File: config.mk
export PLATFORM = sky130hd
export DESIGN_NAME = aac_fmt
export DESIGN_NICKNAME = d
export VERILOG_FILES = /design/src/rtl/assert_macros.svh /design/src/rtl/aac_pkg.sv /design/src/rtl/aac_top_dummy_placeholder.sv
export SDC_FILE = /design/constraint.sdc
export NUM_CORES = 1
export LEC_CHECK = 0
export BUFFER_PORTS_ARGS = -buffer_cell sky130_fd_sc_hd__buf_2
export CAP_MARGIN = 20
export CORE_UTILIZATION = 38
export DETAILED_ROUTE_END_ITERATION = 10
export PLACE_DENSITY = 0.88
export SETUP_SLACK_MARGIN = 0.4
export SLEW_MARGIN = 15
export SYNTH_ARGS = -nofsm -noshare
export SYNTH_HDL_FRONTEND = slang
export SYNTH_SLANG_ARGS = --single-unit
File: constraint.sdc
create_clock -name vclk -period 3.85
set_input_delay 0.385 -clock vclk [all_inputs]
set_output_delay 0.385 -clock vclk [all_outputs]
set_load 0.005 [all_outputs]
File: src/rtl/assert_macros.svh
// Assertion macros used by the top-level RTL file.
`ifndef ASSERT_MACROS_SVH
`define ASSERT_MACROS_SVH

// Property must hold at every clock edge out of reset.
`define AAC_ASSERT(lbl, prop, msg) \
	lbl: assert property (@(posedge clk) disable iff (!arst_n) prop) else $error(msg);

// Condition must never be true out of reset.
`define AAC_NEVER(lbl, cond, msg) \
	lbl: assert property (@(posedge clk) disable iff (!arst_n) !(cond)) else $error(msg);

`endif

File: src/rtl/aac_pkg.sv
// Shared widths and stage payload types for the box/circle contact pipeline.
package aac_pkg;

	localparam int IN_W   = 24;          // signed coordinate
	localparam int EXT_W  = 23;          // unsigned extent / radius
	localparam int N_W    = 27;          // offsets in half-LSB units
	localparam int MAG_W  = 26;          // magnitude of a contact vector component
	localparam int D2_W   = 54;          // squared distance
	localparam int LEN_W  = D2_W / 2;    // integer square root
	localparam int RR_W   = 2 * (EXT_W + 1);
	localparam int PEN_W  = 26;
	localparam int NRM_W  = 16;
	localparam int DEF_NORMAL_FRAC_BITS = 14;

	typedef struct packed {
		logic              hit;
		logic              neg_x;
		logic              neg_y;
		logic [MAG_W-1:0]  mx;
		logic [MAG_W-1:0]  my;
		logic [EXT_W:0]    r2;
	} vec_t;

	typedef struct packed {
		logic                    hit;
		logic                    neg_x;
		logic                    neg_y;
		logic                    zero;
		logic signed [PEN_W-1:0] pen;
	} side_t;

endpackage

File: src/rtl/aac_top_dummy_placeholder.sv
// Output formatting stage: sign, saturation and hit/zero-length gating of the normal.
module aac_fmt import aac_pkg::*; #(
	parameter int NFB = DEF_NORMAL_FRAC_BITS
) (
	input  logic [NFB:0]             qx,
	input  logic [NFB:0]             qy,
	input  side_t                    side,
	output logic                     hit,
	output logic signed [NRM_W-1:0]  normal_x,
	output logic signed [NRM_W-1:0]  normal_y,
	output logic signed [PEN_W-1:0]  penetration
);

	localparam int QB = NFB + 1;

	function automatic logic signed [NRM_W-1:0] sat_nrm(input logic [QB-1:0] q,
			input logic neg);
		logic signed [QB:0] sv;
		logic signed [31:0] wv;
		sv = neg ? -$signed({1'b0, q}) : $signed({1'b0, q});
		wv = 32'(sv);
		if (wv > 32'sd32767) begin
			wv = 32'sd32767;
		end else if (wv < -32'sd32768) begin
			wv = -32'sd32768;
		end
		return NRM_W'(wv);
	endfunction

	logic keep;
	assign keep        = side.hit && !side.zero;
	assign hit         = side.hit;
	assign normal_x    = keep ? sat_nrm(qx, side.neg_x) : '0;
	assign normal_y    = keep ? sat_nrm(qy, side.neg_y) : '0;
	assign penetration = side.pen;

endmodule
==> impl_metrics.tcl <==
set metrics [dict create \
    status "complete, no violations" \
    cp_data_arrival_time_ps 2200 \
    hold_viol 0 \
    initial_core_util 0.399 \
    io_buffer_count 67 \
    cts_resized 0 \
    cts_setup_buffers 0 \
    maxCapViolations 0 \
    holdCritPathClass "in -> out" \
    finalPower_mw 0.112 \
    vias 1143 \
    clkPwrFrac 0 \
    whs_path_depth 0 \
    drt_iter0_drc 13 \
    fp.dieW_um 53 \
    track_usage 0.164 \
    nFillCells 278 \
    drt_pre_antenna_iters 4 \
    cp.required_ps 3460 \
    grt_pass1_wl_um 3710 \
    p_seq_frac 0 \
    die_area_um2 2810 \
    overflow 0 \
    mostFrequentLayoutCells "buf_2, nor2_1, xor2_1, xnor2_1, o41ai_1" \
    antenna_found_initial 0 \
    instances_no_fill 215 \
    finalWirelength_um 2430 \
    relSlewSlack 0.313 \
    core_um2 2480 \
    synth_warnings 0 \
    p_leak_nw 0.575 \
    fin_util 0.458 \
    drv_slew 0 \
    finalCritPeriodShare 0.672 \
    cp_max_fo 5 \
    synth_top_cell_by_area "buf_4" \
    p_sw_frac 0.529 \
    timing.hold.ws_ps 770 \
    row_count 18 \
    ant_nets 0 \
    synth_nets 215 \
    wl_per_cell_um 11.3 \
    synthCells 153 \
    grt_pass1_vias 899 \
    internal-power_mw 0.0527 \
    yosysSeqAreaShare 0 \
    synth_area_leaders "buf_4, xor2_1, nor2_1" \
    synth_top_area_frac 0.205 \
    mostFrequentLayoutCell "buf_2" \
    critPathLaunchType "input pin" \
    die_h_um 53 \
    multi_input_area_um2 738 \
    n_antenna_cell 0 \
    ctsHoldBuffers 0 \
    syn-cell-area_um2 988 \
    clock.fmax_mhz 386 \
    clkbuf_count 0 \
    combPwrFrac 1.000 \
    seqCellArea_um2 0 \
    placed_cells 215 \
    hpwl_um 1960 \
    tns_ps 0 \
    seq_cells 0 \
    power_density_nw_per_um2 98.8 \
    viasPerCell 5.32 \
    syn_to_final_growth_pct 14.7 \
    gp_congestion 0.694 \
    grt_max_degree 31 \
    synth.avg_cell_area_um2 6.46 \
    setup_violations 0 \
    io-pin-count 119 \
    cp-end-kind "output pin" \
    drive_gt1_frac 0.389 \
    p_sw_mw 0.0593 \
    vdd_drop_max_mv 0.0538 \
    synth_cell_types 30 \
    rsz0062_at_grt "false" \
    drc 0 \
    min_period_ps 2590 \
    worst_slew_pin_slew_ps 1030 \
    crit_type "in -> out" \
    fin_nets 249 \
]
-- synth_stat cells, drive strengths merged --
library cell	n
xnor2	9
nor2	32
nor3b	1
nand2b	2
or2	3
nor4	3
or3	3
o41a	1
nor3	2
o31ai	3
inv	6
a41oi	3
buf	28
or4b	1
ha	2
or4	4
o41ai	7
clkbuf	7
a21boi	1
a21oi	3
o21ai	6
o311a	1
mux2i	3
nand4	1
a31oi	3
xor2	14
nor2b	2
nand2	2
-- path summary, 6_finish.rpt --
kind              startpoint         endpoint  slack [ps]
setup / recovery       qy[0]     normal_y[12]        1260
hold / removal      side[11]  penetration[11]         770
-- layout make-up --
type / count / share of cell area
Multi-Input combinational cell: 112 / 0.651
Tap cell: 30 / 0.0331
Timing Repair Buffer: 67 / 0.296
Inverter: 6 / 0.0199
-- stage by stage --
step	worst slack, ps	instance area, um2
floorplan	1620	988
global placement	1280	1130
detailed placement	1260	1130
CTS	1260	1130
global route	1130	1130
finish	1260	1130
-- worst max-delay path: stages --
cell	delay, ps
buf_2	100
inv_1	70
ha_1	180
or4b_2	680
o41ai_1	400
xor2_1	180
nor2_1	50
buf_2	160
-- cells by family after synthesis --
family | Yosys count | synth area share
AND/OR/NAND/NOR | 56 | 0.276
buffers and inverters | 41 | 0.259
AO/OA/AOI/OAI | 28 | 0.205
XOR/XNOR | 23 | 0.204
multiplexers | 3 | 0.0304
adder cells (fa/ha/maj) | 2 | 0.0253
-- power by group through the flow --
stage	clock, mW	combinational (mW)	sequential [mW]
finish	0	0.112	0
global route	0	0.127	0
global placement	0	0.110	0
CTS	0	0.112	0
detailed placement	0	0.112	0
floorplan	0	0.0840	0
-- metal layers --
layer / GRT usage / up-vias / wire, um
met5: 0 / - / 0
met4: 0.00877 / 0 / 14
met3: 0.0172 / 2 / 236
met2: 0.329 / 58 / 1180
met1: 0.190 / 512 / 996
li1: - / 571 / -
Power figures use the tool's default switching activity.
