[config.mk]
export PLATFORM = sky130hd
export DESIGN_NAME = aac_div
export DESIGN_NICKNAME = d
export VERILOG_FILES = /design/src/rtl/assert_macros.svh /design/src/rtl/aac_pkg.sv /design/src/rtl/aac_div.sv
export SDC_FILE = /design/constraint.sdc
export NUM_CORES = 2
export LEC_CHECK = 0
export BUFFER_PORTS_ARGS = -buffer_cell sky130_fd_sc_hd__buf_2
export CAP_MARGIN = 10
export CORE_UTILIZATION = 25
export DETAILED_ROUTE_END_ITERATION = 7
export PLACE_DENSITY_LB_ADDON = 0.15
export SYNTH_ARGS = -nofsm -noshare
export SYNTH_HDL_FRONTEND = slang
export SYNTH_SLANG_ARGS = --single-unit
[constraint.sdc]
create_clock -name clk -period 6.1 [get_ports clk]
set_input_delay 0.305 -clock clk [delete_from_list [all_inputs] [get_ports clk]]
set_output_delay 0.305 -clock clk [all_outputs]
set_load 0.01 [all_outputs]
[src/rtl/assert_macros.svh]
// Assertion macros used by the top-level RTL file.
`ifndef ASSERT_MACROS_SVH
`define ASSERT_MACROS_SVH

// Property must hold at every clock edge out of reset.
`define AAC_ASSERT(lbl, prop, msg) \
	lbl: assert property (@(posedge clk) disable iff (!arst_n) prop) else $error(msg);

// Condition must never be true out of reset.
`define AAC_NEVER(lbl, cond, msg) \
	lbl: assert property (@(posedge clk) disable iff (!arst_n) !(cond)) else $error(msg);

`endif

[src/rtl/aac_pkg.sv]
// Shared widths and stage payload types for the box/circle contact pipeline.
package aac_pkg;

	localparam int IN_W   = 24;          // signed coordinate
	localparam int EXT_W  = 23;          // unsigned extent / radius
	localparam int N_W    = 27;          // offsets in half-LSB units
	localparam int MAG_W  = 26;          // magnitude of a contact vector component
	localparam int D2_W   = 54;          // squared distance
	localparam int LEN_W  = D2_W / 2;    // integer square root
	localparam int RR_W   = 2 * (EXT_W + 1);
	localparam int PEN_W  = 26;
	localparam int NRM_W  = 16;
	localparam int DEF_NORMAL_FRAC_BITS = 14;

	typedef struct packed {
		logic              hit;
		logic              neg_x;
		logic              neg_y;
		logic [MAG_W-1:0]  mx;
		logic [MAG_W-1:0]  my;
		logic [EXT_W:0]    r2;
	} vec_t;

	typedef struct packed {
		logic                    hit;
		logic                    neg_x;
		logic                    neg_y;
		logic                    zero;
		logic signed [PEN_W-1:0] pen;
	} side_t;

endpackage

[src/rtl/aac_div.sv]
// Two-lane pipelined restoring divider for the normal components.
module aac_div import aac_pkg::*; #(
	parameter int NFB = DEF_NORMAL_FRAC_BITS
) (
	input  logic             clk,
	input  logic             arst_n,
	input  logic             en,
	input  logic             in_v,
	input  logic [MAG_W-1:0] in_mx,
	input  logic [MAG_W-1:0] in_my,
	input  logic [LEN_W-1:0] in_len,
	input  side_t            in_side,
	output logic             out_v,
	output logic [NFB:0]     out_qx,
	output logic [NFB:0]     out_qy,
	output side_t            out_side
);

	localparam int QB = NFB + 1;
	localparam int DW = MAG_W + NFB + 1;

	logic              v_s   [QB];
	logic [DW-1:0]     rx_s  [QB];
	logic [DW-1:0]     ry_s  [QB];
	logic [QB-1:0]     qx_s  [QB];
	logic [QB-1:0]     qy_s  [QB];
	logic [LEN_W-1:0]  len_s [QB];
	side_t             side_s[QB];

	// rounded dividend: |v| * 2^NFB + len/2
	logic [DW-1:0] magx, magy;
	assign magx = {1'b0, in_mx, {NFB{1'b0}}} + DW'(in_len >> 1);
	assign magy = {1'b0, in_my, {NFB{1'b0}}} + DW'(in_len >> 1);

	for (genvar i = 0; i < QB; i++) begin : g_st
		logic              v_in;
		logic [DW-1:0]     rx_in, ry_in, dsh;
		logic [QB-1:0]     qx_in, qy_in;
		logic [LEN_W-1:0]  l_in;
		side_t             s_in;
		logic              tx, ty;

		if (i == 0) begin : g_first
			assign v_in  = in_v;
			assign rx_in = magx;
			assign ry_in = magy;
			assign qx_in = '0;
			assign qy_in = '0;
			assign l_in  = in_len;
			assign s_in  = in_side;
		end else begin : g_next
			assign v_in  = v_s[i-1];
			assign rx_in = rx_s[i-1];
			assign ry_in = ry_s[i-1];
			assign qx_in = qx_s[i-1];
			assign qy_in = qy_s[i-1];
			assign l_in  = len_s[i-1];
			assign s_in  = side_s[i-1];
		end

		assign dsh = DW'(l_in) << (QB - 1 - i);
		assign tx  = rx_in >= dsh;
		assign ty  = ry_in >= dsh;

		always_ff @(posedge clk or negedge arst_n) begin
			if (!arst_n) begin
				v_s[i] <= 1'b0;
			end else if (en) begin
				v_s[i] <= v_in;
			end
		end

		always_ff @(posedge clk) begin
			if (en) begin
				rx_s[i]   <= tx ? rx_in - dsh : rx_in;
				ry_s[i]   <= ty ? ry_in - dsh : ry_in;
				qx_s[i]   <= {qx_in[QB-2:0], tx};
				qy_s[i]   <= {qy_in[QB-2:0], ty};
				len_s[i]  <= l_in;
				side_s[i] <= s_in;
			end
		end
	end

	assign out_v    = v_s[QB-1];
	assign out_qx   = qx_s[QB-1];
	assign out_qy   = qy_s[QB-1];
	assign out_side = side_s[QB-1];

endmodule

==> out/metrics.yaml <==
outcome:
  outcome: "finished with violations"
  violations: "design-rule violations"
worst_setup_path:
  timing.rr.start: "ry_s[1][85]"
  critPathLaunch: "in_len[15]"
  cp_max_fo: 14
  path_buf_inv: 4
  cp.required_ns: 6.76
  crit_cells: 25
  crit_arrival_ns: 6.05
  cp-start-kind: "input port"
  critPathSlowestCell: "dlygate4sd3_1"
  crit_top_cell: "o21ai_0"
  path_class: "input port to flop"
  reg2reg_slack_ns: 1.01
  crit_family: "compound AO/OA/AOI/OAI gates"
  cp-end-kind: "flop"
  cp_slowest_stage_delay_ns: 0.52
  r2r_end: "rx_s[1][140]"
  r2r_cells: 13
clock_tree:
  clk_latency_ns: 0.94
  clock_path_buffers: 4
  cts_resized: 0
  ctsHtreeMaxLevel: 5
  clkTransAtPathRegs_ns: 0.06
  cts_tree: "built"
  cts_buffers: 266
  cts_root_buffer: "clkbuf_16"
  clock_sinks: 2021
floorplanning:
  pin_count: 174
  core_region_area_um2: 458000
  die_x_um: 681
  fp-row-count: 248
  dieArea_um2: 464000
  start_util_pct: 25.2
  dieHeight_um: 681
detailed_routing:
  avgViaCountPerCell: 4.80
  drt_pass1_iterations: 8
  drt_wl_total_um: 379000
  wl_per_cell_um: 22.2
  vias: 81800
  ant_nets: 0
  drc: 16
  initialDrtViolationCount: 6621
hold_path:
  hold_end: "len_s[1][139]"
  hold_path_depth: 2
  min-delay-start: "en"
  hp-class: "input port to flop"
timing:
  skew_ns: 0.0696
  worst_slew_margin_rel_pct: 17.6
  fin_crit_ns: 5.39
  finalMaxSlewViolations: 0
  setup_tns_ns: 0
  fin_crit_sh_pct: 88.4
  fmax_ghz: 0.185
  rsz0062_at_grt: "no"
  setup_viol: 0
  worstMarginPinSlew_ns: 1.23
  hold_viol: 0
synth:
  synth_nets: 11300
  synth.avg_cell_area_um2: 11.2
  synth_edf_count: 2006
  synth-seq-cells: 2021
  synth_warnings: 0
  synth.top_cell.area_share_pct: 52.3
  syn_area_um2: 115000
  syn_inst: 10300
  yosysSeqAreaShare_pct: 52.6
  synth_most_common_cell: "edfxtp_1"
  synth_common_cells: "2006 x edfxtp_1, 978 x a21oi_1, 820 x ha_1"
  ys.flop_type: "edfxtp_1"
  synth_async_sr_flop_share_pct: 0.742
  synth_largest_area_cell: "edfxtp_1"
  yosysUniqueCellTypes: 101
  synth_area_leaders: "edfxtp_1 52%, ha_1 8.9%, a21oi_1 4.2%"
layout:
  nets: 11700
  syn2layout_area_growth_pct: 16.0
  layout-drive-gt1-share_pct: 9.33
  final_core_util_pct: 29.2
grt:
  grt_pass1_wl_um: 550000
  grt_overflow: 0
  antenna_found_initial: 6
  grt_max_degree: 158
  grt_pass1_vias: 80400
  grt_usage_pct: 15.8
place:
  port_buffers: 173
  gp_congestion: 0.908
  place_hpwl_um: 299000
run:
  max-cap-violations: 0
power:
  power_density_nw_per_um2: 498
  finalPower_mw: 66.5
  peakVddDrop_mv: 0.213
  p_leak_nw: 50.9
[through the flow]
step	area (um2)	hold WS, ns	std cells	setup slack [ns]
after floorplan	115000	0.00941	10300	0.995
after global placement	124000	0.226	16500	0.156
after detailed placement	124000	0.233	16500	0.350
after CTS	134000	0.00450	17000	0.817
after global routing	134000	0.0420	17000	0.427
final	134000	0.0277	17000	0.709
[repair_timing]
action	in CTS	in global routing
hold buffers	99	0
hold endpoints to repair	101	0
setup buffers	0	0
endpoints found under the setup margin	0	0
[flip-flops by register name (all words and copies together), names as in the netlist]
name / count
ry_s: 490
rx_s: 469
side_s: 450
len_s: 357
qx_s: 120
qy_s: 120
g_st.v_in: 14
out_v: 1
[area by class of cell]
| cell class | instances | area (um2) |
|---|---|---|
| fill | 47000 | 324000 |
| sequential | 2021 | 60600 |
| multi-input combinational | 7389 | 51300 |
| tap | 6125 | 7660 |
| clock buffer | 315 | 6960 |
| timing repair buffer | 387 | 2970 |
| inverter | 630 | 2360 |
| clock inverter | 158 | 1760 |
| antenna | 6 | 15.0 |
[worst reg2reg max path: cells and delay by family (launching register included)]
kind	cells	cell delay [ns]
flops	1	0.40
simple gates	2	0.34
compound gates	7	2.86
fa+ha+maj	2	0.57
buf+inv	2	0.63
[per-layer routing]
layer | vias to the layer above | wire length, um | GRT usage, %
met5 | - | 0 | 0
met4 | 0 | 9970 | 4.08
met3 | 445 | 17600 | 2.35
met2 | 1962 | 177000 | 26.3
met1 | 40100 | 174000 | 21.4
li1 | 39200 | - | -
[report_power, final]
part	total (mW)	internal, mW	leakage, nW	switching [mW]
Clock	15.9	9.40	4.23	6.45
Sequential	23.2	20.2	19.6	3.01
Combinational	27.4	11.0	27.1	16.4
Total	66.5	40.6	50.9	25.9
[worst max path at each step]
stage	slack (ns)	end
3_3_place_gp	0.16	rx_s[0][31]
3_5_place_dp	0.35	rx_s[0][21]
5_1_grt	0.43	rx_s[0][30]
2_1_floorplan	0.99	rx_s[0][30]
4_1_cts	0.82	rx_s[0][34]
6_report	0.71	rx_s[0][34]
[cells by family after synthesis]
kind of cell | count (synthesis) | share of synthesized area [%]
flip-flops | 2021 | 52.6
buffers and inverters | 911 | 3.01
AO/OA/AOI/OAI | 2783 | 15.0
adder cells (fa/ha/maj) | 850 | 9.42
AND/OR/NAND/NOR | 2673 | 11.2
multiplexers | 237 | 2.30
XOR/XNOR | 846 | 6.43
[placed cells by master, fill, tap and decap left out, types with 95 or more instances in the layout]
cell type      synthesis  final
xor2_1               342    342
a21oi_1              978    972
nand4_1              177    177
nor3_1               153    153
ha_1                 820    820
buf_2                 31    173
dlygate4sd3_1          0     99
o21ai_0              589    589
inv_1                624    624
nor2_1               793    793
clkbuf_16              0    270
mux2_2               222    222
nor2b_1              136    136
o21a_1               121    121
nand2b_1             113    113
buf_4                  2     95
nand3_1              205    204
o21bai_1              96     96
nand2_1              676    676
xnor2_1              504    504
a21o_1               426    426
edfxtp_1            2006   2006
(Power assumes the default switching activity.)
